[config.mk]
export PLATFORM = sky130hd
export DESIGN_NAME = cubemap_direction_to_texel
export DESIGN_NICKNAME = d
export VERILOG_FILES = /design/src/hdl/cdt_pkg.sv /design/src/hdl/cubemap_direction_to_texel.sv /design/src/hdl/cdt_front.sv /design/src/hdl/cdt_div_cell.sv
export SDC_FILE = /design/constraint.sdc
export NUM_CORES = 2
export LEC_CHECK = 0
export BUFFER_PORTS_ARGS = -buffer_cell sky130_fd_sc_hd__buf_4
export CORE_MARGIN = 1.5
export CORE_UTILIZATION = 45
export DETAILED_ROUTE_END_ITERATION = 10
export PLACE_DENSITY_LB_ADDON = 0.12
export SYNTH_ARGS = -nofsm -noshare
export SYNTH_HDL_FRONTEND = slang
export SYNTH_SLANG_ARGS = --single-unit
export TNS_END_PERCENT = 50
[constraint.sdc]
create_clock -name clk -period 14.8 [get_ports clk]
set_clock_uncertainty 0.2 [all_clocks]
set_input_delay 1.48 -clock clk [delete_from_list [all_inputs] [get_ports clk]]
set_output_delay 1.48 -clock clk [all_outputs]
set_load 0.02 [all_outputs]
[src/hdl/cdt_pkg.sv]
// Package for the cube-map direction-to-texel block.
// Holds face codes, fixed field widths and the sideband type; no dependencies.
package cdt_pkg;

  localparam int DIR_W   = 16;            // width of one direction component
  localparam int MAG_W   = DIR_W + 1;     // magnitude, holds 2^15
  localparam int FACE_W  = 3;
  localparam int TEXEL_W = 10;

  localparam int FACE_DIM_DEFAULT = 1024;

  localparam logic [FACE_W-1:0] FACE_POS_Z = 3'd0;
  localparam logic [FACE_W-1:0] FACE_POS_X = 3'd1;
  localparam logic [FACE_W-1:0] FACE_NEG_Z = 3'd2;
  localparam logic [FACE_W-1:0] FACE_NEG_X = 3'd3;
  localparam logic [FACE_W-1:0] FACE_POS_Y = 3'd4;
  localparam logic [FACE_W-1:0] FACE_NEG_Y = 3'd5;

  // Control that rides along with an item through the pipeline.
  typedef struct packed {
    logic              valid;
    logic [FACE_W-1:0] face;
    logic              zero;
  } side_t;

endpackage

[src/hdl/cubemap_direction_to_texel.sv]
// Top level of the cube-map direction-to-texel block.
// Depends on cdt_pkg, cdt_front and cdt_div_cell.
//
// Maps a signed 3-D direction to a cube face and a texel on that face. The
// block takes one item per clock: an item is accepted at a rising edge with
// start high and busy low, and busy is high only while rst is asserted. Each
// item comes back exactly once, in order, on face/texel_i/texel_j/zero_vector
// with done high for a single cycle. Every item passes, whatever its data,
// through front-end stages A and B, the chain of division cells, each
// producing one quotient bit of both texel coordinates, and the output register.
// The receiver cannot stall the block, so the consumer must take
// every done cycle. Each coordinate is floor(FACE_DIM*(n+d)/(2d)) with d the
// major magnitude; a coordinate equal to FACE_DIM is clamped to FACE_DIM-1
// and then cut to 10 bits. Ties between magnitudes favor z, then y. An
// all-zero direction raises zero_vector with face and texels zero.
module cubemap_direction_to_texel import cdt_pkg::*; #(
  parameter int FACE_DIM = FACE_DIM_DEFAULT
) (
  input  logic                      clk,
  input  logic                      rst,
  input  logic                      start,
  output logic                      busy,
  input  logic signed [DIR_W-1:0]   dir_x,
  input  logic signed [DIR_W-1:0]   dir_y,
  input  logic signed [DIR_W-1:0]   dir_z,
  output logic                      done,
  output logic [FACE_W-1:0]         face,
  output logic [TEXEL_W-1:0]        texel_i,
  output logic [TEXEL_W-1:0]        texel_j,
  output logic                      zero_vector
);

  // quotient can equal FACE_DIM itself
  localparam int QW      = $clog2(FACE_DIM + 1);
  localparam int NUM_W   = MAG_W + QW;
  localparam int LATENCY = QW + 3;

  logic accept;

  // cell chain: index 0 is fed by the front end, index k+1 by cell k
  logic [MAG_W-1:0] den_c   [QW+1];
  logic [MAG_W-1:0] rem_i_c [QW+1];
  logic [MAG_W-1:0] rem_j_c [QW+1];
  logic [QW-1:0]    low_i_c [QW+1];
  logic [QW-1:0]    low_j_c [QW+1];
  logic [QW-1:0]    q_i_c   [QW+1];
  logic [QW-1:0]    q_j_c   [QW+1];
  side_t            side_c  [QW+1];

  logic [NUM_W-1:0] num_i, num_j;

  logic [QW-1:0] qc_i, qc_j;

  assign busy   = rst;
  assign accept = start && !busy;

  cdt_front #(
    .FACE_DIM (FACE_DIM),
    .QW       (QW),
    .NUM_W    (NUM_W)
  ) u_front (
    .clk      (clk),
    .rst      (rst),
    .in_valid (accept),
    .dx       (dir_x),
    .dy       (dir_y),
    .dz       (dir_z),
    .num_i    (num_i),
    .num_j    (num_j),
    .den      (den_c[0]),
    .side     (side_c[0])
  );

  // Upper bits of the numerator start as the remainder; they are below the
  // divisor because the quotient fits in QW bits. Lower bits shift in one a cell.
  assign rem_i_c[0] = num_i[NUM_W-1:QW];
  assign rem_j_c[0] = num_j[NUM_W-1:QW];
  assign low_i_c[0] = num_i[QW-1:0];
  assign low_j_c[0] = num_j[QW-1:0];
  assign q_i_c[0]   = '0;
  assign q_j_c[0]   = '0;

  for (genvar k = 0; k < QW; k++) begin : g_cell
    cdt_div_cell #(
      .QW (QW)
    ) u_cell (
      .clk       (clk),
      .rst       (rst),
      .den_in    (den_c[k]),
      .rem_i_in  (rem_i_c[k]),
      .rem_j_in  (rem_j_c[k]),
      .low_i_in  (low_i_c[k]),
      .low_j_in  (low_j_c[k]),
      .q_i_in    (q_i_c[k]),
      .q_j_in    (q_j_c[k]),
      .side_in   (side_c[k]),
      .den_out   (den_c[k+1]),
      .rem_i_out (rem_i_c[k+1]),
      .rem_j_out (rem_j_c[k+1]),
      .low_i_out (low_i_c[k+1]),
      .low_j_out (low_j_c[k+1]),
      .q_i_out   (q_i_c[k+1]),
      .q_j_out   (q_j_c[k+1]),
      .side_out  (side_c[k+1])
    );
  end

  // Clamp a coordinate that lands on the far edge of the face.
  always_comb begin
    qc_i = (q_i_c[QW] >= QW'(FACE_DIM)) ? QW'(FACE_DIM - 1) : q_i_c[QW];
    qc_j = (q_j_c[QW] >= QW'(FACE_DIM)) ? QW'(FACE_DIM - 1) : q_j_c[QW];
  end

  // Output register; a zero direction forces face and texels to zero,
  // since its divisor was zero and the quotient is meaningless.
  always_ff @(posedge clk) begin
    zero_vector <= side_c[QW].zero;
    if (side_c[QW].zero) begin
      face    <= FACE_POS_Z;
      texel_i <= '0;
      texel_j <= '0;
    end else begin
      face    <= side_c[QW].face;
      texel_i <= TEXEL_W'(qc_i);
      texel_j <= TEXEL_W'(qc_j);
    end
    if (rst) begin
      done <= 1'b0;
    end else begin
      done <= side_c[QW].valid;
    end
  end

  // Every accepted item later comes out with done high.
  a_latency: assert property (@(posedge clk) disable iff (rst)
    accept |-> ##LATENCY done)
    else $error("accepted item did not emerge after the pipeline latency");

  // A zero direction reports zeros in every other field.
  a_zero_fields: assert property (@(posedge clk) disable iff (rst)
    done && zero_vector |-> face == FACE_POS_Z && texel_i == '0 && texel_j == '0)
    else $error("zero vector result carries nonzero fields");

  // Face code stays within the six faces.
  a_face_range: assert property (@(posedge clk) disable iff (rst)
    done |-> face <= FACE_NEG_Y)
    else $error("face code out of range");

  // No result without a matching accepted item.
  a_no_spurious: assert property (@(posedge clk) disable iff (rst)
    done && !$past(rst, LATENCY) |-> $past(accept, LATENCY))
    else $error("result without a matching accepted item");

endmodule

[src/hdl/cdt_front.sv]
// Front end: major-axis selection, minor offsets, and scaling by the face size.
// Depends on cdt_pkg.
module cdt_front import cdt_pkg::*; #(
  parameter int FACE_DIM = FACE_DIM_DEFAULT,
  parameter int QW       = $clog2(FACE_DIM + 1),
  parameter int NUM_W    = MAG_W + QW
) (
  input  logic                    clk,
  input  logic                    rst,
  input  logic                    in_valid,
  input  logic signed [DIR_W-1:0] dx,
  input  logic signed [DIR_W-1:0] dy,
  input  logic signed [DIR_W-1:0] dz,
  output logic [NUM_W-1:0]        num_i,
  output logic [NUM_W-1:0]        num_j,
  output logic [MAG_W-1:0]        den,
  output side_t                   side
);

  logic signed [MAG_W-1:0] xe, ye, ze;
  logic [MAG_W-1:0]        ax, ay, az;
  logic signed [MAG_W:0]   ni, nj;
  logic [MAG_W-1:0]        d;
  logic [FACE_W-1:0]       f;
  logic signed [MAG_W:0]   sum_i, sum_j;

  // stage A registers
  logic [MAG_W-1:0] a_si, a_sj, a_d;
  side_t            a_side;

  always_comb begin
    xe = {dx[DIR_W-1], dx};
    ye = {dy[DIR_W-1], dy};
    ze = {dz[DIR_W-1], dz};
    ax = xe[MAG_W-1] ? MAG_W'(-xe) : MAG_W'(xe);
    ay = ye[MAG_W-1] ? MAG_W'(-ye) : MAG_W'(ye);
    az = ze[MAG_W-1] ? MAG_W'(-ze) : MAG_W'(ze);
    if (ax > ay && ax > az) begin
      d  = ax;
      nj = -{ye[MAG_W-1], ye};
      if (xe[MAG_W-1]) begin
        f  = FACE_NEG_X;
        ni = {ze[MAG_W-1], ze};
      end else begin
        f  = FACE_POS_X;
        ni = -{ze[MAG_W-1], ze};
      end
    end else if (ax <= ay && ay > az) begin
      d  = ay;
      ni = {xe[MAG_W-1], xe};
      if (ye[MAG_W-1]) begin
        f  = FACE_NEG_Y;
        nj = -{ze[MAG_W-1], ze};
      end else begin
        f  = FACE_POS_Y;
        nj = {ze[MAG_W-1], ze};
      end
    end else begin
      d  = az;
      nj = -{ye[MAG_W-1], ye};
      if (ze[MAG_W-1]) begin
        f  = FACE_NEG_Z;
        ni = -{xe[MAG_W-1], xe};
      end else begin
        f  = FACE_POS_Z;
        ni = {xe[MAG_W-1], xe};
      end
    end
    // n + d lies in [0, 2d], so it fits the unsigned magnitude width
    sum_i = ni + $signed({1'b0, d});
    sum_j = nj + $signed({1'b0, d});
  end

  always_ff @(posedge clk) begin
    a_si        <= sum_i[MAG_W-1:0];
    a_sj        <= sum_j[MAG_W-1:0];
    a_d         <= d;
    a_side.face <= f;
    a_side.zero <= (ax == '0) && (ay == '0) && (az == '0);
    if (rst) begin
      a_side.valid <= 1'b0;
    end else begin
      a_side.valid <= in_valid;
    end
  end

  // stage B: scale by the face size, double the divisor
  always_ff @(posedge clk) begin
    num_i     <= NUM_W'(a_si) * NUM_W'(FACE_DIM);
    num_j     <= NUM_W'(a_sj) * NUM_W'(FACE_DIM);
    den       <= MAG_W'({a_d, 1'b0});
    side.face <= a_side.face;
    side.zero <= a_side.zero;
    if (rst) begin
      side.valid <= 1'b0;
    end else begin
      side.valid <= a_side.valid;
    end
  end

endmodule

[src/hdl/cdt_div_cell.sv]
// One restoring-division cell: one quotient bit per lane for both texel lanes.
// Depends on cdt_pkg.
module cdt_div_cell import cdt_pkg::*; #(
  parameter int QW = 11
) (
  input  logic             clk,
  input  logic             rst,
  input  logic [MAG_W-1:0] den_in,
  input  logic [MAG_W-1:0] rem_i_in,
  input  logic [MAG_W-1:0] rem_j_in,
  input  logic [QW-1:0]    low_i_in,
  input  logic [QW-1:0]    low_j_in,
  input  logic [QW-1:0]    q_i_in,
  input  logic [QW-1:0]    q_j_in,
  input  side_t            side_in,
  output logic [MAG_W-1:0] den_out,
  output logic [MAG_W-1:0] rem_i_out,
  output logic [MAG_W-1:0] rem_j_out,
  output logic [QW-1:0]    low_i_out,
  output logic [QW-1:0]    low_j_out,
  output logic [QW-1:0]    q_i_out,
  output logic [QW-1:0]    q_j_out,
  output side_t            side_out
);

  logic [MAG_W:0] sh_i, sh_j, dif_i, dif_j;
  logic           ge_i, ge_j;

  always_comb begin
    sh_i  = {rem_i_in, low_i_in[QW-1]};
    sh_j  = {rem_j_in, low_j_in[QW-1]};
    ge_i  = sh_i >= {1'b0, den_in};
    ge_j  = sh_j >= {1'b0, den_in};
    dif_i = ge_i ? sh_i - {1'b0, den_in} : sh_i;
    dif_j = ge_j ? sh_j - {1'b0, den_in} : sh_j;
  end

  always_ff @(posedge clk) begin
    den_out        <= den_in;
    rem_i_out      <= dif_i[MAG_W-1:0];
    rem_j_out      <= dif_j[MAG_W-1:0];
    low_i_out      <= {low_i_in[QW-2:0], 1'b0};
    low_j_out      <= {low_j_in[QW-2:0], 1'b0};
    q_i_out        <= {q_i_in[QW-2:0], ge_i};
    q_j_out        <= {q_j_in[QW-2:0], ge_j};
    side_out.face  <= side_in.face;
    side_out.zero  <= side_in.zero;
    if (rst) begin
      side_out.valid <= 1'b0;
    end else begin
      side_out.valid <= side_in.valid;
    end
  end

endmodule
Yosys cells after proc, flatten, opt, wreduce, memory -nomap -nowiden
Index checks and enable logic that the tools add are counted.
{ "totals": {"register_bits": 822, "mem_bits_rw": 0, "output_inout_bits": 26, "latchBits": 0, "word_cells": 224, "rom_bits": 0, "n_memories": 0} }
{ "classes": {"shift": 0, "n_reduce_logical": 9, "n_mux": 39, "n_bitwise": 0, "magnitude_cmp": 28, "addsub": 28, "mul": 0, "eq_ne": 0, "div_mod_pow": 0} }
{ "op_table": {"columns": ["op", "n"], "rows": [
  ["2-to-1 mux 17 bit", 32],
  ["greater-or-equal comparator 18 x 17 -> 1 bit", 20],
  ["subtractor 17 bit", 20],
  ["> comparator 17 bit", 3],
  ["logical NOT 17 bit", 3],
  ["negator 16 -> 17 bit", 3],
  ["negator 17 bit", 3],
  ["adder 17 bit", 2],
  ["greater-or-equal comparator 17 bit", 2],
  ["greater-or-equal comparator 11 bit, second input constant", 2],
  ["2-to-1 mux 10 bit", 2],
  ["<= comparator 17 bit", 1],
  ["2-to-1 mux 3 bit", 2],
  ["logical AND 1 bit", 5],
  ["2-to-1 mux 2 bit", 2],
  ["logical NOT 1 bit", 1],
  ["2-to-1 mux 1 bit", 1]
]} }

Longest topological paths before layout
{ "depth": {"word_depth": 7, "depth_mapped": 36} }

Hierarchy
From an unflattened synthesis, not the netlist that was laid out.
{ "hier_totals": {"hier_cells": 5591, "area_unflattened_um2": 54730.0} }
{ "by_module_without_submodules": {"columns": ["mod", "cells_each", "instances", "area_each_um2", "seq_area_each_um2"], "rows": [
  ["cdt_div_cell (g_cell[1].u_cell ...)", 418, 7, 4165.2, 1961.9],
  ["cdt_div_cell (g_cell[0].u_cell ...)", 420, 3, 4266.6, 1961.9],
  ["cdt_front", 934, 1, 7836.3, 2202.1],
  ["cdt_div_cell (g_cell[6].u_cell)", 415, 1, 4135.2, 1961.9],
  ["cubemap_direction_to_texel", 56, 1, 802.0, 500.5]
]} }

Least setup slack after synthesis
Ideal clock, no wire load.
{ "synth_timing": {"kind": "input to register", "start": "in dir_z[3]", "end": "reg u_front.a_si[15]", "arrival_time_ns": 7.746, "setup_slack_ns": 6.782, "cell_stages": 31, "setup_time_ns": 0.072, "cell_sequence": "clkbuf_1 -> or4_1 -> or2_1 -> clkbuf_1 -> or3_1 -> or3_1 -> nand2_1 -> xnor2_1 -> inv_1 -> ha_1 -> a21o_1 -> a21o_1 -> a21o_1 -> a21oi_1 -> nand3_1 -> o211a_1 -> nand3_2 -> clkbuf_1 -> mux2i_1 -> ha_1 -> a21o_1 -> a21oi_1 -> o21bai_1 -> a21oi_1 -> nor2b_1 -> o21a_1 -> o311a_1 -> o211ai_1 -> o2111ai_1 -> a21oi_1 -> xnor2_1"} }
{ "synth_between": {"elab_chain_cells": 7, "word_cells_on_any_way": 13, "classes_between": "3 x add/sub; 2 x order compare; 6 x mux; 2 x reduce/logical"} }
{ "synth_rtl": {"columns": ["element", "line_no", "text"], "rows": [
  ["from (decl)", "cubemap_direction_to_texel.sv:25", "input logic signed [DIR_W-1:0] dir_z,"],
  ["negator 16 -> 17 bit", "cdt_front.sv:37", "az = ze[MAG_W-1] ? MAG_W'(-ze) : MAG_W'(ze);"],
  ["2-to-1 mux 17 bit", "cdt_front.sv:37", null],
  ["> comparator 17 bit", "cdt_front.sv:48", "end else if (ax <= ay && ay > az) begin"],
  ["logical AND 1 bit", "cdt_front.sv:48", null],
  ["2-to-1 mux 17 bit", "cdt_front.sv:48", null],
  ["2-to-1 mux 17 bit", "cdt_front.sv:38", "if (ax > ay && ax > az) begin"],
  ["adder 17 bit (*)", "cdt_front.sv:70", "sum_i = ni + $signed({1'b0, d});"],
  ["named net u_front.sum_i[15]", "cdt_front.sv:25", "logic signed [MAG_W:0] sum_i, sum_j;"],
  ["to (signal assigned)", "cdt_front.sv:75", "a_si <= sum_i[MAG_W-1:0];"],
  ["to (decl)", "cdt_front.sv:28", "logic [MAG_W-1:0] a_si, a_sj, a_d;"]
]} }
Mark *: on every way through the listed nets, which the timed path passes. The rest lies on a longest branch.
A chain may end at the register's enable or synchronous reset.

Final worst setup path
{ "layout_timing": {"start": "in dir_z[0]", "end": "reg u_front.a_sj[15]"} }
{ "layout_between": {"elab_chain_cells": 7, "word_cells_on_any_way": 13, "classes_between": "3 x add/sub; 2 x order compare; 6 x mux; 2 x reduce/logical"} }
{ "layout_rtl": {"columns": ["element", "line_no", "text"], "rows": [
  ["negator 16 -> 17 bit", "cdt_front.sv:37", null],
  ["2-to-1 mux 17 bit (*)", "cdt_front.sv:37", null],
  ["> comparator 17 bit", "cdt_front.sv:48", null],
  ["logical AND 1 bit", "cdt_front.sv:48", null],
  ["2-to-1 mux 17 bit", "cdt_front.sv:48", null],
  ["2-to-1 mux 17 bit (*)", "cdt_front.sv:38", null],
  ["named net u_front.d[1]", "cdt_front.sv:23", "logic [MAG_W-1:0] d;"],
  ["adder 17 bit (*)", "cdt_front.sv:71", "sum_j = nj + $signed({1'b0, d});"],
  ["named net u_front.sum_j[15]", "cdt_front.sv:25", null],
  ["to (signal assigned)", "cdt_front.sv:76", "a_sj <= sum_j[MAG_W-1:0];"],
  ["to (decl)", "cdt_front.sv:28", null]
]} }
Marks and branches as above.

==> impl_metrics.ini <==
[clocking]
htreeDepth = 3
clk_pin_slew_ns = 0.06
cts_resized = 0
cts_num_sinks = 804
cts.path.max_buffers = 3
cts_buffers = 85
ctsHoldBuffers = 0
postCtsSetupBuffers = 0
cts_tree = yes
root_buffer = clkbuf_16
clock_latency_ns = 0.66

[worst_hold_path]
hold_start = u_front.a_si[7]
hp-class = reg -> reg

[critical_path]
worstPathArrival_ns = 9.04
r2r_end = g_cell[0].u_cell.rem_i_out[13]
r2r_start = u_front.den[1]
cp_max_fo = 64
critPathLaunchType = input port
ff2ff_path_depth = 13
criticalPathCategory = in -> reg
endpoint_kind = register
rrSetupSlack_ns = 10.42
crit_slowest_cell = or4_1
cp-endpoint = u_front.a_sj[15]
startpoint = dir_z[0]
slowest_delay_ns = 0.67
critical_path_required_ns = 15.16

[timing]
setup_viol = 0
finalHoldViolations = 0
timing.final.crit_share_pct = 58.7
post-route-min-period_ns = 8.68
drv_slew = 0
tns_ns = 0
clock.fmax_mhz = 115
rsz0062_at_grt = no
slew_headroom_pct = 25.0
worstMarginPinSlew_ns = 1.12

[die]
die_w_um = 301
dieArea_sq_mm = 0.0904
core-area_sq_mm = 0.0873
io_pins = 77
die_h_um = 301
row_count = 108
initial_core_util_pct = 45.7

[global_routing]
antenna_found_initial = 5
grt_max_degree = 65
track_usage_pct = 21.7
grt_pass1_wl_um = 155000
grt_pass1_vias = 28900
overflow = 0

[drt]
vias = 29700
ant_nets = 0
wl_per_cell_um = 17.4
finalWirelength_um = 98500
viasPerCell = 5.23
firstDrtPassIters = 5
drc = 0
drtIter0Drc = 1601

[synth]
syn-cell-area_sq_mm = 0.0399
ys_ff_latch = 804
syn_area_per_cell_sq_um = 9.17
synthTopCellsByArea = dfxtp_1, ha_1, o21ai_0
synthArstFlopShare_pct = 0
dominantRegCellSynth = dfxtp_1
synth_edf_count = 0
seq_area_frac_synth_pct = 40.4
synth_fp_nets = 4854
syn_inst = 4348
ys_types = 80
synthDominantCellAreaShare_pct = 40.4
synth_top_area_cell = dfxtp_1
ys_warn_count = 0

[cells_and_area]
fin_util_pct = 51.3
syn2layout_area_growth_pct = 12.5
nNetsFinal = 4946
drive_gt1_share_pct = 8.60
fin_area_sq_mm = 0.0448
final_cell_count_no_fill = 5669
fillers = 8231

[place]
placedCellCount = 5508
place_area_sq_mm = 0.0417
hpwl_um = 79600
portBuffers = 76
gp_congestion = 0.897

[status]
status = finished clean

[run]
drv_cap = 0
==> state kept, by name (all words and copies together) (netlist names), 55 cells and up <==
signal	count
g_cell.u_cell.side_out	55
g_cell.u_cell.q_j_out	66
g_cell.u_cell.rem_j_out	161
g_cell.u_cell.rem_i_out	161
g_cell.u_cell.q_i_out	66
g_cell.u_cell.den_out	160
==> Yosys cell counts, types with 17 or more instances <==
cell	instances
a31oi_1	38
o21ai_0	313
or3_1	34
o21bai_1	24
a21oi_1	176
mux2i_1	34
nand4_1	78
a21boi_0	74
inv_1	391
nor2_1	302
ha_1	433
nor4_1	39
o211ai_1	23
fa_1	22
a21boi_1	17
mux2_2	92
xor2_1	121
nand2b_1	77
a21o_1	92
xnor2_1	157
o31ai_1	97
o21a_1	29
clkbuf_1	70
nand2_1	381
dfxtp_1	804
nand3_1	48
or2_2	17
nor2b_1	73
and3_1	23
nor3_1	109
==> per-stage QoR <==
stage / setup WS (ns) / hold slack [ns]
finish: 6.12 / 0.0973
global route: 5.59 / 0.101
CTS: 6.20 / 0.0969
detailed placement: 5.55 / 0.112
global placement: 5.58 / 0.110
floorplan: 6.78 / 0.110
==> worst min-delay path by stage <==
stage                                                to  slack, ns  cells past startpoint
final                                 u_front.num_i[17]        0.1                      0
after detailed placement   g_cell[10].u_cell.q_j_out[5]       0.11                      0
after CTS                             u_front.num_i[17]        0.1                      0
after global routing                  u_front.num_j[18]       0.10                      0
after floorplan            g_cell[0].u_cell.side_out[0]       0.11                      0
after global placement    g_cell[10].u_cell.q_i_out[10]       0.11                      0
==> critical path: cells and delay by family <==
family	cells	cell delay [ns]
XOR/XNOR	2	0.30
multiplexers	1	0.49
AND/OR/NAND/NOR	8	2.21
AO/OA/AOI/OAI	14	2.93
buffers and inverters	4	0.95
adder cells (fa/ha/maj)	2	0.61
==> placed cells by master, fill, tap and decap left out, types with 78 or more instances in the layout <==
cell type / Yosys / routed
a21o_1: 92 / 92
a21oi_1: 176 / 176
buf_4: 4 / 93
clkbuf_16: 0 / 85
dfxtp_1: 804 / 804
ha_1: 433 / 433
inv_1: 391 / 391
mux2_2: 92 / 92
nand2_1: 381 / 381
nand4_1: 78 / 78
nor2_1: 302 / 302
nor3_1: 109 / 109
o21ai_0: 313 / 313
o31ai_1: 97 / 97
xnor2_1: 157 / 157
xor2_1: 121 / 121
==> logic make-up (layout without fill, tap and decap cells) <==
family | after synthesis | after routing | synth area share (%)
adders and majority gates | 457 | 457 | 14.8
AOI/OAI and AO/OA | 970 | 970 | 15.6
xor gates and xnor gates | 282 | 282 | 6.29
other | 0 | 3 | 0
and+or+nand+nor | 1230 | 1230 | 14.9
buffers and inverters | 479 | 642 | 4.63
DFF | 804 | 804 | 40.4
muxes | 126 | 126 | 3.45
==> layer usage <==
| metal | wire (um) | part of all wire [%] | vias up | GRT usage (%) |
|---|---|---|---|---|
| met3 | 4600 | 4.7 | 168 | 3.47 |
| met4 | 3420 | 3.5 | 0 | 8.59 |
| li1 | - | - | 15300 | - |
| met2 | 45500 | 46 | 589 | 36.4 |
| met1 | 45000 | 46 | 13600 | 28.0 |
| met5 | 0 | 0 | - | 0 |
==> area by class of cell <==
cell class	count	area [sq um]	share of cell area, %
inverters	391	1470	3.27
clock buffers	115	2370	5.29
multi-input cells	3065	21900	49.0
well taps	1155	1450	3.22
flip-flops and latches	804	16100	35.9
diodes	3	7.51	0.0168
clock inverters	43	785	1.75
repair buffers	93	698	1.56
Power is left out: the tool's default activity adds up to more than one toggle a clock period on the data nets, which glitch-free logic cannot reach.
